[config.mk]
export PLATFORM = sky130hd
export DESIGN_NAME = unix_calendar_converter
export DESIGN_NICKNAME = d
export VERILOG_FILES = /design/src/ucc_pkg.sv /design/src/ucc_s2d.sv /design/src/ucc_d2s.sv /design/src/unix_calendar_converter.sv
export SDC_FILE = /design/constraint.sdc
export NUM_CORES = 2
export LEC_CHECK = 0
export BUFFER_PORTS_ARGS = -buffer_cell sky130_fd_sc_hd__buf_2
export CORE_ASPECT_RATIO = 0.8
export CORE_MARGIN = 8
export CORE_UTILIZATION = 55
export CTS_BUF_LIST = sky130_fd_sc_hd__clkbuf_4
export CTS_CLUSTER_DIAMETER = 60
export DETAILED_ROUTE_END_ITERATION = 8
export GPL_TIMING_DRIVEN = 0
export PLACE_DENSITY = 0.68
export REMOVE_ABC_BUFFERS = 1
export SETUP_SLACK_MARGIN = 0.05
export SLEW_MARGIN = 20
export SYNTH_ARGS = -nofsm -noshare
export SYNTH_HDL_FRONTEND = slang
export SYNTH_SLANG_ARGS = --single-unit
[constraint.sdc]
create_clock -name clock -period 11.45 [get_ports clock]
set_input_delay 2.29 -clock clock [delete_from_list [all_inputs] [get_ports clock]]
set_output_delay 2.29 -clock clock [all_outputs]
set_load 0.05 [all_outputs]
[src/ucc_pkg.sv]
// Shared types and constants for the Unix seconds / calendar date converter.
`timescale 1ns / 1ps
`default_nettype none

package ucc_pkg;

   localparam int STAGES = 9;

   localparam int REQ_DATA_W = 88;
   localparam int RSP_DATA_W = 88;

   localparam int SECS_W   = 40;
   localparam int YEAR_W   = 16;
   localparam int MONTH_W  = 4;
   localparam int DAY_W    = 5;
   localparam int HOUR_W   = 5;
   localparam int MINUTE_W = 6;
   localparam int SECOND_W = 6;
   localparam int USECS_W  = 42;

   typedef enum logic {
      CMD_TO_DATE = 1'b0,
      CMD_TO_SECS = 1'b1
   } cmd_type;

   typedef struct packed {
      logic [YEAR_W-1:0]   year;
      logic [MONTH_W-1:0]  month;
      logic [DAY_W-1:0]    day;
      logic [HOUR_W-1:0]   hour;
      logic [MINUTE_W-1:0] minute;
      logic [SECOND_W-1:0] second;
   } date_type;

   localparam int SECS_PER_DAY  = 86400;
   localparam int SECS_PER_HOUR = 3600;
   localparam int SECS_PER_MIN  = 60;
   localparam int DAY_DIV       = 675;      // 86400 >> 7
   localparam int EPOCH_DAYS    = 719561;
   localparam int A_BIAS        = 102032;
   localparam int A_DIV         = 146097;
   localparam int A_ADD         = 15;
   localparam int JD_OFFSET     = 2442113;
   localparam int C_BIAS        = 2442;
   localparam int C_DIV         = 7305;
   localparam int DAYS_PER_YEAR = 365;
   localparam int E_NUM         = 1000;
   localparam int E_DIV         = 30601;
   localparam int F_NUM         = 601;
   localparam int MONTH_DAYS    = 30;
   localparam int LATE_MONTH    = 13;
   localparam int YEAR_LO       = 4716;
   localparam int YEAR_HI       = 4715;
   localparam int FEB           = 2;
   localparam int MONTHS        = 12;
   localparam int CENTURY       = 100;

   // reciprocal multipliers; floor form for the day split (corrected later),
   // ceiling form elsewhere, exact over the operand ranges used
   localparam int DAY_K = 41;
   localparam logic [31:0] DAY_M = 32'((64'd1 << DAY_K) / 64'(DAY_DIV));
   localparam int HOUR_K = 27;
   localparam logic [15:0] HOUR_M =
      16'(((64'd1 << HOUR_K) + 64'(SECS_PER_HOUR) - 64'd1) / 64'(SECS_PER_HOUR));
   localparam int MIN_K = 18;
   localparam logic [12:0] MIN_M =
      13'(((64'd1 << MIN_K) + 64'(SECS_PER_MIN) - 64'd1) / 64'(SECS_PER_MIN));
   localparam int A_K = 43;
   localparam logic [25:0] A_M =
      26'(((64'd1 << A_K) + 64'(A_DIV) - 64'd1) / 64'(A_DIV));
   localparam int C_K = 41;
   localparam logic [28:0] C_M =
      29'(((64'd1 << C_K) + 64'(C_DIV) - 64'd1) / 64'(C_DIV));
   localparam int E_K = 24;
   localparam logic [19:0] E_M =
      20'(((64'(E_NUM) << E_K) + 64'(E_DIV) - 64'd1) / 64'(E_DIV));
   localparam int F_K = 14;
   localparam logic [13:0] F_M =
      14'(((64'(F_NUM) << F_K) + 64'(E_NUM) - 64'd1) / 64'(E_NUM));
   localparam int Y100_K = 23;
   localparam logic [16:0] Y100_M =
      17'(((64'd1 << Y100_K) + 64'(CENTURY) - 64'd1) / 64'(CENTURY));

endpackage

`default_nettype wire

[src/ucc_s2d.sv]
// Seconds-to-date datapath: nine register stages, one word per cycle while every stage_load bit is set.
`timescale 1ns / 1ps
`default_nettype none

module ucc_s2d (
   input  logic                              clock,
   input  logic [ucc_pkg::STAGES-1:0]        stage_load,
   input  logic signed [ucc_pkg::SECS_W-1:0] unix_seconds,
   output ucc_pkg::date_type                 date
);
   import ucc_pkg::*;

   // stage 1: clamp, estimate day count
   logic [38:0] t;
   logic [63:0] day_prod;
   logic [22:0] qest_in, qest_ff;
   logic [10:0] xlo_ff;
   logic [6:0]  tlo1_ff;

   // stage 2: remainder estimate
   logic [32:0] qmul;
   logic [10:0] rest_in, rest_ff;
   logic [22:0] q2_ff;
   logic [6:0]  tlo2_ff;

   // stage 3: correction
   logic        fix;
   logic [10:0] rfix;
   logic [22:0] days_in, days3_ff;
   logic [16:0] sod_in, sod3_ff;

   // stage 4: hour, century term
   logic [32:0] hour_prod;
   logic [24:0] anum;
   logic [63:0] a_prod;
   logic [HOUR_W-1:0] hour4_ff, hour5_ff, hour6_ff, hour7_ff, hour8_ff;
   logic [16:0] sod4_ff;
   logic [22:0] days4_ff;
   logic [7:0]  aq4_ff;

   // stage 5: remainder of hour, shifted day number
   logic [16:0] hmul;
   logic [7:0]  aval;
   logic [11:0] rem_in, rem5_ff, rem6_ff;
   logic [23:0] b_in, b5_ff, b6_ff;

   // stage 6: minute, year estimate
   logic [24:0] min_prod;
   logic [27:0] cnum;
   logic [63:0] c_prod;
   logic [MINUTE_W-1:0] minute6_ff, minute7_ff, minute8_ff;
   logic [14:0] c6_ff, c7_ff, c8_ff;

   // stage 7: second, day of year
   logic [11:0] smul;
   logic [23:0] cmul;
   logic [SECOND_W-1:0] second7_ff, second8_ff;
   logic [8:0]  dd_in, dd7_ff, dd8_ff;

   // stage 8: month estimate
   logic [28:0] e_prod;
   logic [3:0]  e8_ff;

   // stage 9: day of month, final year and month
   logic [17:0] f_prod;
   logic [8:0]  emul;
   logic        late;
   date_type    date_in, date_ff;

   always_comb begin
      t        = unix_seconds[SECS_W-1] ? '0 : unix_seconds[38:0];
      day_prod = 64'(t[38:7]) * 64'(DAY_M);
      qest_in  = day_prod[DAY_K +: 23];
   end

   always_ff @(posedge clock) begin
      if (stage_load[0]) begin
         qest_ff <= qest_in;
         xlo_ff  <= t[17:7];
         tlo1_ff <= t[6:0];
      end
   end

   always_comb begin
      qmul    = 33'(qest_ff) * 33'(DAY_DIV);
      rest_in = xlo_ff - qmul[10:0];
   end

   always_ff @(posedge clock) begin
      if (stage_load[1]) begin
         q2_ff   <= qest_ff;
         rest_ff <= rest_in;
         tlo2_ff <= tlo1_ff;
      end
   end

   always_comb begin
      fix     = rest_ff >= 11'(DAY_DIV);
      days_in = fix ? q2_ff + 23'd1 : q2_ff;
      rfix    = fix ? rest_ff - 11'(DAY_DIV) : rest_ff;
      sod_in  = {rfix[9:0], tlo2_ff};
   end

   always_ff @(posedge clock) begin
      if (stage_load[2]) begin
         days3_ff <= days_in;
         sod3_ff  <= sod_in;
      end
   end

   always_comb begin
      hour_prod = 33'(sod3_ff) * 33'(HOUR_M);
      anum      = {days3_ff, 2'b00} + 25'(A_BIAS);
      a_prod    = 64'(anum) * 64'(A_M);
   end

   always_ff @(posedge clock) begin
      if (stage_load[3]) begin
         hour4_ff <= hour_prod[HOUR_K +: HOUR_W];
         sod4_ff  <= sod3_ff;
         days4_ff <= days3_ff;
         aq4_ff   <= a_prod[A_K +: 8];
      end
   end

   always_comb begin
      hmul   = 17'(hour4_ff) * 17'(SECS_PER_HOUR);
      rem_in = sod4_ff[11:0] - hmul[11:0];
      aval   = aq4_ff + 8'(A_ADD);
      b_in   = 24'(days4_ff) + 24'(JD_OFFSET) + 24'(aval) - 24'(aval[7:2]);
   end

   always_ff @(posedge clock) begin
      if (stage_load[4]) begin
         hour5_ff <= hour4_ff;
         rem5_ff  <= rem_in;
         b5_ff    <= b_in;
      end
   end

   always_comb begin
      min_prod = 25'(rem5_ff) * 25'(MIN_M);
      cnum     = 28'({b5_ff, 4'b0000}) + 28'({b5_ff, 2'b00}) - 28'(C_BIAS);
      c_prod   = 64'(cnum) * 64'(C_M);
   end

   always_ff @(posedge clock) begin
      if (stage_load[5]) begin
         hour6_ff   <= hour5_ff;
         rem6_ff    <= rem5_ff;
         minute6_ff <= min_prod[MIN_K +: MINUTE_W];
         b6_ff      <= b5_ff;
         c6_ff      <= c_prod[C_K +: 15];
      end
   end

   always_comb begin
      smul  = 12'(minute6_ff) * 12'(SECS_PER_MIN);
      cmul  = 24'(c6_ff) * 24'(DAYS_PER_YEAR);
      dd_in = b6_ff[8:0] - cmul[8:0] - 9'(c6_ff >> 2);
   end

   always_ff @(posedge clock) begin
      if (stage_load[6]) begin
         hour7_ff   <= hour6_ff;
         minute7_ff <= minute6_ff;
         second7_ff <= rem6_ff[5:0] - smul[5:0];
         c7_ff      <= c6_ff;
         dd7_ff     <= dd_in;
      end
   end

   assign e_prod = 29'(dd7_ff) * 29'(E_M);

   always_ff @(posedge clock) begin
      if (stage_load[7]) begin
         hour8_ff   <= hour7_ff;
         minute8_ff <= minute7_ff;
         second8_ff <= second7_ff;
         c8_ff      <= c7_ff;
         dd8_ff     <= dd7_ff;
         e8_ff      <= e_prod[E_K +: 4];
      end
   end

   always_comb begin
      f_prod         = 18'(e8_ff) * 18'(F_M);
      emul           = 9'(e8_ff) * 9'(MONTH_DAYS);
      late           = e8_ff > 4'(LATE_MONTH);
      date_in.year   = 16'(c8_ff) - (late ? 16'(YEAR_HI) : 16'(YEAR_LO));
      date_in.month  = late ? e8_ff - 4'(LATE_MONTH) : e8_ff - 4'd1;
      date_in.day    = dd8_ff[4:0] - emul[4:0] - 5'(f_prod[F_K +: 4]);
      date_in.hour   = hour8_ff;
      date_in.minute = minute8_ff;
      date_in.second = second8_ff;
   end

   always_ff @(posedge clock) begin
      if (stage_load[8]) begin
         date_ff <= date_in;
      end
   end

   assign date = date_ff;

endmodule

`default_nettype wire

[src/ucc_d2s.sv]
// Date-to-seconds datapath: three working stages, then delay to match.
`timescale 1ns / 1ps
`default_nettype none

module ucc_d2s (
   input  logic                                clock,
   input  logic [ucc_pkg::STAGES-1:0]          stage_load,
   input  logic [ucc_pkg::YEAR_W-1:0]          year,
   input  logic [ucc_pkg::MONTH_W-1:0]         month,
   input  logic [ucc_pkg::DAY_W-1:0]           day,
   input  logic [ucc_pkg::HOUR_W-1:0]          hour,
   input  logic [ucc_pkg::MINUTE_W-1:0]        minute,
   input  logic [ucc_pkg::SECOND_W-1:0]        second,
   output logic [ucc_pkg::USECS_W-1:0]         secs
);
   import ucc_pkg::*;

   // day offset of the start of month m, month counted from March as 3
   function automatic logic [8:0] month_days(input logic [3:0] m);
      logic [3:0] frac;
      case (m) inside
         4'd0:               frac = 4'd0;
         4'd1, 4'd2:         frac = 4'd1;
         4'd3:               frac = 4'd2;
         4'd4, 4'd5:         frac = 4'd3;
         4'd6, 4'd7:         frac = 4'd4;
         4'd8:               frac = 4'd5;
         4'd9, 4'd10:        frac = 4'd6;
         4'd11, 4'd12:       frac = 4'd7;
         4'd13:              frac = 4'd8;
         default:            frac = 4'd9;
      endcase
      return 9'(m) * 9'(MONTH_DAYS) + 9'(frac);
   endfunction

   logic        low;
   logic        yneg_in, yneg_ff;
   logic [15:0] y_in, y_ff;
   logic [3:0]  m_adj;
   logic [32:0] y100_prod;
   logic [9:0]  q100_ff;
   logic [8:0]  md_in, md_ff;
   logic [16:0] tod_in, tod1_ff, tod2_ff;
   logic [25:0] y365;
   logic [25:0] ydays;
   logic [25:0] days_in, days_ff;
   logic [41:0] secs_in;
   logic [41:0] secs_ff [2:STAGES-1];

   always_comb begin
      low       = month <= 4'(FEB);
      yneg_in   = low && (year == '0);
      y_in      = low ? (yneg_in ? '0 : year - 16'd1) : year;
      m_adj     = low ? month + 4'(MONTHS) : month;
      y100_prod = 33'(y_in) * 33'(Y100_M);
      md_in     = month_days(m_adj) + 9'(day);
      tod_in    = 17'(hour) * 17'(SECS_PER_HOUR) + 17'(minute) * 17'(SECS_PER_MIN)
                  + 17'(second);
   end

   always_ff @(posedge clock) begin
      if (stage_load[0]) begin
         yneg_ff <= yneg_in;
         y_ff    <= y_in;
         q100_ff <= y100_prod[Y100_K +: 10];
         md_ff   <= md_in;
         tod1_ff <= tod_in;
      end
   end

   // year -1 truncates all leap terms to zero
   always_comb begin
      y365    = 26'(y_ff) * 26'(DAYS_PER_YEAR);
      ydays   = yneg_ff ? 26'd0 - 26'(DAYS_PER_YEAR)
                        : y365 + 26'(y_ff[15:2]) - 26'(q100_ff) + 26'(q100_ff[9:2]);
      days_in = ydays + 26'(md_ff) - 26'(EPOCH_DAYS);
   end

   always_ff @(posedge clock) begin
      if (stage_load[1]) begin
         days_ff <= days_in;
         tod2_ff <= tod1_ff;
      end
   end

   assign secs_in = 42'($signed(days_ff)) * 42'(SECS_PER_DAY) + 42'(tod2_ff);

   always_ff @(posedge clock) begin
      if (stage_load[2]) begin
         secs_ff[2] <= secs_in;
      end
      for (int i = 3; i < STAGES; i++) begin
         if (stage_load[i]) begin
            secs_ff[i] <= secs_ff[i-1];
         end
      end
   end

   assign secs = secs_ff[STAGES-1];

endmodule

`default_nettype wire

[src/unix_calendar_converter.sv]
// Top level: Unix seconds / Gregorian date converter with stream handshakes.
//
// One request word in, one response word out. req_tuser selects the direction:
// 0 turns the signed seconds count into year, month, day and time of day
// (negative counts read as zero), 1 turns the date and time fields into
// seconds since the 1970 epoch. Fields not produced by the chosen direction
// read as zero in the response.
// Nine register stages: a word accepted into the first stage moves through the
// rest in order and is offered on rsp_tvalid from the last. One word per cycle
// is sustained while the receiver keeps rsp_tready high; the depth is set by the chained reciprocal multiplies of the
// date split (day count, century, year, month), each followed by a register.
// Each stage holds its own valid bit, so bubbles close up: when the receiver
// stalls, words back up stage by stage and req_tready falls only once all
// nine stages are full. Nothing is dropped or repeated.
// Reset clears the valid bits only, at the clock edge, and so empties the pipeline.
`timescale 1ns / 1ps
`default_nettype none

module unix_calendar_converter (
   input  logic                              clock,
   input  logic                              reset,
   input  logic                              req_tvalid,
   output logic                              req_tready,
   // unix_seconds, in_year, in_month, in_day, in_hour, in_minute, in_second
   input  logic [ucc_pkg::REQ_DATA_W-1:0]    req_tdata,
   // cmd
   input  logic                              req_tuser,
   output logic                              rsp_tvalid,
   input  logic                              rsp_tready,
   // out_year, out_month, out_day, out_hour, out_minute, out_second,
   // out_unix_seconds
   output logic [ucc_pkg::RSP_DATA_W-1:0]    rsp_tdata
);
   import ucc_pkg::*;

   logic [STAGES-1:0] valid_ff, valid_in, load;
   cmd_type           cmd_ff [STAGES];
   date_type          date;
   logic [USECS_W-1:0] secs;
   logic              to_secs;

   always_comb begin
      load[STAGES-1] = !valid_ff[STAGES-1] || rsp_tready;
      for (int i = STAGES - 2; i >= 0; i--) begin
         load[i] = !valid_ff[i] || load[i+1];
      end
      valid_in[0] = load[0] ? req_tvalid : valid_ff[0];
      for (int i = 1; i < STAGES; i++) begin
         valid_in[i] = load[i] ? valid_ff[i-1] : valid_ff[i];
      end
   end

   always_ff @(posedge clock) begin
      if (reset) begin
         valid_ff <= '0;
      end else begin
         valid_ff <= valid_in;
      end
   end

   always_ff @(posedge clock) begin
      if (load[0]) begin
         cmd_ff[0] <= cmd_type'(req_tuser);
      end
      for (int i = 1; i < STAGES; i++) begin
         if (load[i]) begin
            cmd_ff[i] <= cmd_ff[i-1];
         end
      end
   end

   ucc_s2d u_s2d (
      .clock        (clock),
      .stage_load   (load),
      .unix_seconds ($signed(req_tdata[39:0])),
      .date         (date)
   );

   ucc_d2s u_d2s (
      .clock      (clock),
      .stage_load (load),
      .year       (req_tdata[55:40]),
      .month      (req_tdata[59:56]),
      .day        (req_tdata[64:60]),
      .hour       (req_tdata[69:65]),
      .minute     (req_tdata[75:70]),
      .second     (req_tdata[81:76]),
      .secs       (secs)
   );

   assign to_secs    = cmd_ff[STAGES-1] == CMD_TO_SECS;
   assign req_tready = load[0];
   assign rsp_tvalid = valid_ff[STAGES-1];
   assign rsp_tdata  = {4'b0000,
                        to_secs ? secs : '0,
                        to_secs ? '0 : date.second,
                        to_secs ? '0 : date.minute,
                        to_secs ? '0 : date.hour,
                        to_secs ? '0 : date.day,
                        to_secs ? '0 : date.month,
                        to_secs ? '0 : date.year};

   a_date_fields: assert property (@(posedge clock) disable iff (reset)
      rsp_tvalid && !to_secs |->
         date.month >= 4'd1 && date.month <= 4'd12 && date.day >= 5'd1
         && date.hour <= 5'd23 && date.minute <= 6'd59 && date.second <= 6'd59)
      else $error("date word out of range");

   a_date_epoch: assert property (@(posedge clock) disable iff (reset)
      rsp_tvalid && !to_secs |-> date.year >= 16'd1970)
      else $error("date word before epoch");

   a_full_stall: assert property (@(posedge clock) disable iff (reset)
      !req_tready |-> (&valid_ff) && !rsp_tready)
      else $error("input stalled with room in pipeline");

endmodule

`default_nettype wire

# After elaboration in Yosys (flattened, before gate mapping)
# Memories as Yosys holds them, arrays and structs flattened.
# Cells that the tools add are included.
[word_totals] regBits=481 word_cells=189 out_inout_bits=90 input_bits=93 memories=2 ramBits=303
[mem_list] name="u_d2s.secs_ff" depth=7 width=42 read_ports=7 rd_ports_with_merged_regs=0 wr=7 line="ucc_d2s.sv:48" rtl="logic [41:0] secs_ff [2:STAGES-1];"
[mem_list] name="cmd_ff" depth=9 width=1 read_ports=9 rd_ports_with_merged_regs=0 wr=9 line="unix_calendar_converter.sv:37" rtl="cmd_type cmd_ff [STAGES];"
[classes] n_eq_ne=13 order_cmp=3 reduce_logical=26 mux=43 n_addsub=31 mul=18
[ops] op="32-bit by 31-bit multiplier with 63-bit output (second input constant)" n=1
[ops] op="28-bit by 28-bit multiplier with 55-bit output (second input constant)" n=1
[ops] op="25-bit by 24-bit multiplier with 49-bit output (second input constant)" n=1
[ops] op="16-bit 2-to-1 mux" n=3
[ops] op="4-bit 2-to-1 mux" n=11
[ops] op="42-bit by 17-bit adder with 42-bit output" n=1
[ops] op="42-bit by 10-bit multiplier with 35-bit output (second input constant)" n=1
[ops] op="42-bit 2-to-1 mux" n=1
[ops] op="39-bit 2-to-1 mux" n=1
[ops] op="16-bit by 17-bit multiplier with 33-bit output (second input constant)" n=1
[ops] op="17-bit by 16-bit multiplier with 32-bit output (second input constant)" n=1
[ops] op="28-bit by 26-bit adder with 28-bit output" n=1
[ops] op="28-bit by 12-bit subtractor with 28-bit output (second input constant)" n=1
[ops] op="9-bit by 19-bit multiplier with 27-bit output (second input constant)" n=1
[ops] op="25-bit by 14-bit adder with 26-bit output" n=1
[ops] op="26-bit by 8-bit adder with 26-bit output" n=1
[ops] op="26-bit by 9-bit adder with 26-bit output" n=1
[ops] op="26-bit 2-to-1 mux" n=1
[ops] op="26-bit by 10-bit subtractor with 26-bit output" n=1
[ops] op="26-bit by 20-bit subtractor with 26-bit output (second input constant)" n=1
[ops] op="25-bit by 17-bit adder with 25-bit output (second input constant)" n=1
[ops] op="16-bit by 9-bit multiplier with 25-bit output (second input constant)" n=1
[ops] op="23-bit by 22-bit adder with 24-bit output (second input constant)" n=1
[ops] op="24-bit by 8-bit adder with 24-bit output" n=1
[ops] op="other kinds (48)" n=98

# Depth between registers and ports, before layout
[depth] ltp_word=14 mapped_depth=38 ltp_nobuf=38

# By module
# Synthesis repeated with hierarchy kept, for this count alone.
[hier_totals] cells_unflattened=8461 area_unflattened_um2=94559.4
[modules_own_cells] mod="ucc_s2d" area_per_inst_um2=61929.4 cells_per_inst=5615 instances=1
[modules_own_cells] mod="ucc_d2s" area_per_inst_um2=31356.3 cells_per_inst=2693 instances=1
[modules_own_cells] mod="unix_calendar_converter" area_per_inst_um2=1273.7 cells_per_inst=153 instances=1

# Worst setup path after synthesis
# No wires, ideal clock.
[synth_path] path_type="input -> output" from="input rsp_tready" to="output req_tready" path_buffers=0 slack_ns=0.548 path_stages=6 arrival_ns=8.612 path_cell_list="nor2b_1 > and2_1 > and3_1 > nand3_1 > nor2_1 > nand3_1"
[synth_between] elab_chain_cells=9
[synth_lines] element="from (decl)" line="unix_calendar_converter.sv:29" rtl="input logic rsp_tready,"
[synth_lines] element="1-bit logical OR" line="unix_calendar_converter.sv:43" rtl="load[STAGES-1] = !valid_ff[STAGES-1] || rsp_tready;"
[synth_lines] element="1-bit logical OR (5 in a row)" line="unix_calendar_converter.sv:45" rtl="load[i] = !valid_ff[i] || load[i+1];"
[synth_lines] element="named net load[3]" line="unix_calendar_converter.sv:36" rtl="logic [STAGES-1:0] valid_ff, valid_in, load;"
[synth_lines] element="1-bit logical OR (3 in a row)" line="unix_calendar_converter.sv:45"
[synth_lines] element="to (decl)" line="unix_calendar_converter.sv:23" rtl="output logic req_tready,"
# The timed path passes the listed nets, and every way through them passes these cells.

# Worst setup path after layout
[layout_path] from="register u_s2d.b5_ff[0]" to="register u_s2d.c6_ff[14], data pin"
[layout_between] elab_chain_cells=3
[layout_lines] element="from (decl)" line="ucc_s2d.sv:45" rtl="logic [23:0] b_in, b5_ff, b6_ff;"
[layout_lines] element="from (signal assigned)" line="ucc_s2d.sv:137" rtl="b5_ff <= b_in;"
[layout_lines] element="28-bit by 26-bit adder with 28-bit output" line="ucc_s2d.sv:143" rtl="cnum = 28'({b5_ff, 4'b0000}) + 28'({b5_ff, 2'b00}) - 28'(C_BIAS);"
[layout_lines] element="28-bit by 12-bit subtractor with 28-bit output" line="ucc_s2d.sv:143"
[layout_lines] element="28-bit by 28-bit multiplier with 55-bit output" line="ucc_s2d.sv:144" rtl="c_prod = 64'(cnum) * 64'(C_M);"
[layout_lines] element="named net u_s2d.c_prod[55]" line="ucc_s2d.sv:50" rtl="logic [63:0] c_prod;"
[layout_lines] element="to (signal assigned)" line="ucc_s2d.sv:153" rtl="c6_ff <= c_prod[C_K +: 15];"
[layout_lines] element="to (decl)" line="ucc_s2d.sv:52" rtl="logic [14:0] c6_ff, c7_ff, c8_ff;"
# The timed path passes the listed nets, and every way through them passes these cells.
# A chain may end at the register's enable or synchronous reset.

==> results.json <==
{
  "global_route.overflow_total": 0,
  "fin_cells": 11200,
  "relative_max_transition_margin_pct": 28.7,
  "placed_cell_area_mm2": 0.0985,
  "maxCapViolations": 0,
  "postSynth.topFlopCell": "sky130_fd_sc_hd__edfxtp_1",
  "tritoncts": "yes",
  "synthesis.area_mm2": 0.0944,
  "r2r_setup_slack_ns": 0.60,
  "finalSetupTns_ns": 0,
  "num-fill-cells": 14200,
  "num_rows": 136,
  "root_buffer": "sky130_fd_sc_hd__clkbuf_4",
  "worst_clock_skew_ns": 0.0693,
  "remaining_drc_errors": 0,
  "start_util_pct": 55.1,
  "synth_cell_type_count": 110,
  "numPlacedInstances": 10900,
  "grt_first_pass_wirelength_um": 320000,
  "post-synth-top-area-fraction_pct": 26.1,
  "number_of_detailed_routing_iterations_run_before_antenna_repair": 6,
  "yosys.area.top_type": "sky130_fd_sc_hd__fa_1",
  "maximum_number_of_pins_on_one_net_before_global_route_repair": 58,
  "yosys.area_share.xor_xnor_pct": 4.07,
  "finalWorstPathRequiredPeriod_ns": 10.85,
  "final.period_utilization_pct": 94.8,
  "grt_most_used_layer": "met2",
  "synth_adder_area_share_pct": 50.2,
  "crit_path_slowest_cell": "sky130_fd_sc_hd__fa_1",
  "synth-warning-count": 0,
  "io_pins": 183,
  "coreArea_mm2": 0.171,
  "chipWidth_um": 479,
  "number_of_synthesized_flops_with_an_enable_pin": 775,
  "port_buffers": 172,
  "synth-simple-area-share_pct": 4.98,
  "die-height_um": 387,
  "hold_path_depth": 0,
  "run_status": "finished clean",
  "htree_num_levels": 4,
  "min-delay-path-class": "reg -> reg",
  "critical-path-top-cell-by-count": "sky130_fd_sc_hd__inv_1",
  "timing.fmax_mhz": 92.1,
  "timing_worst_setup_path_type": "reg -> reg",
  "half_perimeter_wire_length_of_the_detailed_placement_result_um": 166000,
  "critical_path.endpoint_type": "flop",
  "timing.critical_path.fanout_max": 8,
  "total_non_filler_cell_area_in_the_finished_layout_mm2": 0.101,
  "synth_top_cells_by_count": "sky130_fd_sc_hd__inv_1, sky130_fd_sc_hd__ha_1, sky130_fd_sc_hd__fa_1",
  "rsz0062_at_grt": "false",
  "clk-insertion-delay-late_ns": 1.12,
  "synth_top_family_by_area": "adder cells",
  "grtUsageMet1_pct": 30.5,
  "finalHoldViolations": 0,
  "detailroute.via_count": 57300,
  "rr_worst_depth": 37,
  "worstMarginPinSlew_ns": 1.06,
  "yosysMostFrequentCell": "sky130_fd_sc_hd__inv_1",
  "worst_setup_hold_path_clk_slew_ns": 0.07,
  "timing.critical_path.arrival_ns": 11.69,
  "syn-instance-count": 8450,
  "setup_viol": 0,
  "design.final.nets": 11900,
  "cts_inserted_buffers": 180,
  "use_met3_pct": 3.94,
  "synth_area_leaders": "sky130_fd_sc_hd__fa_1, sky130_fd_sc_hd__edfxtp_1, sky130_fd_sc_hd__ha_1",
  "delay_contributed_by_the_slowest_stage_of_the_critical_path_ns": 0.56,
  "grt_use_met2_pct": 34.0,
  "synth_seq_area_share_pct": 24.9,
  "slew_violations": 0,
  "clock_tree.buffer_depth": 3,
  "numClockSinks": 784,
  "synth.area.mux_share_pct": 0.182,
  "drt-initial-drc-count": 2998,
  "grt_use_total_pct": 21.3,
  "syn_area_per_cell_um2": 11.2,
  "number_of_routed_nets_with_antenna_violations": 0,
  "area_delta_synth_final_pct": 6.99,
  "async_reset_ff_share_pct": 0,
  "grt_antenna_before_repair": 6,
  "critPathLaunchType": "flop",
  "gp_routability_congestion": 0.949,
  "route.detailed.vias_per_inst": 5.11,
  "die_area_mm2": 0.185,
  "routed_wl_um": 193000,
  "worst_ep_required_time_ns": 12.29,
  "synth_compound_gate_area_share_pct": 6.06,
  "wl_per_cell_um": 17.2,
  "via_count_of_the_first_global_routing_pass": 61700,
  "layout-drive-gt1-share_pct": 6.72,
  "synth-seq-cells": 784
}
[per-layer routing]
layer / wire (µm) / share of wire, %
met1: 92300 / 48
met2: 86400 / 45
met3: 10500 / 5.4
met4: 4120 / 2.1
met5: 13 / 0.0067
[flip-flops by register name, indices dropped and copies added, names as in the netlist, 23 cells and up]
register / flops
u_s2d.b5_ff: 24
u_s2d.date: 42
u_s2d.qest_ff: 23
u_d2s.days_ff: 26
u_s2d.days3_ff: 23
u_d2s.secs_ff: 294
u_s2d.days4_ff: 23
u_s2d.q2_ff: 23
[stage by stage]
step | utilization [%] | setup slack, ns | hold WS (ns)
final | 59.0 | 0.597 | 0.362
after global routing | 59.0 | 0.00835 | 0.357
after CTS | 58.9 | 0.194 | 0.350
after detailed placement | 57.5 | -0.673 | 0.405
after global placement | 57.2 | -4.24 | 0.401
after floorplan | - | 0.548 | 0.400
[worst paths after layout]
kind / startpoint / endpoint
hold reg to reg: u_d2s.secs_ff[0][217] / u_d2s.secs_ff[0][259]
setup / recovery: u_s2d.b5_ff[0] / u_s2d.c6_ff[14]
setup reg to reg: u_s2d.b5_ff[0] / u_s2d.c6_ff[14]
hold / removal: u_d2s.secs_ff[0][217] / u_d2s.secs_ff[0][259]
[kinds of logic after synthesis]
kind of cell | after synthesis
xor gates and xnor gates | 432
adders and majority gates | 3046
muxes | 16
DFF | 784
other | 1
and+or+nand+nor | 886
AOI/OAI and AO/OA | 860
buffers and inverters | 2425
[cell type report]
cell class,count,area [µm²],area share [%]
well taps,2277,2850,2.82
clock inverters,47,322,0.318
diodes,7,17.5,0.0173
clock buffers,272,2040,2.02
flip-flops and latches,784,23500,23.2
inverters,2382,8960,8.87
repair buffers,199,1330,1.32
multi-input cells,5244,62000,61.4
[timing repair]
action / in CTS / in global routing
pin swaps: 0 / 1
endpoints found under the setup margin: 11 / 5
gates resized for setup: 3 / 7
hold buffers: 0 / 0
buffers inserted: 1 / 2
[worst max-delay path: cells and delay by family, from the launching register on]
family | cells | cell delay, ns
adders and majority gates | 10 | 4.60
AOI/OAI and AO/OA | 14 | 3.40
buffers and inverters | 9 | 1.24
and+or+nand+nor | 3 | 0.50
DFF | 1 | 0.48
xor gates and xnor gates | 1 | 0.35
[cells in the final DEF (no fill, tap or decap), drive strengths merged, types with 34 or more instances in the layout]
cell type,count
a211oi,34
a21o,168
a21oi,261
and2,61
and3,37
buf,199
clkbuf,272
clkinv,37
edfxtp,775
fa,1230
ha,1816
inv,2390
nand2,148
nand2b,61
nand3,56
nand4,43
nor2,221
nor2b,108
nor3,53
o21a,44
o21ai,147
o21bai,39
xnor2,282
xor2,148
Power is not shown: default switching activity piles up to over one toggle a cycle in this logic, so the estimate is an artifact.
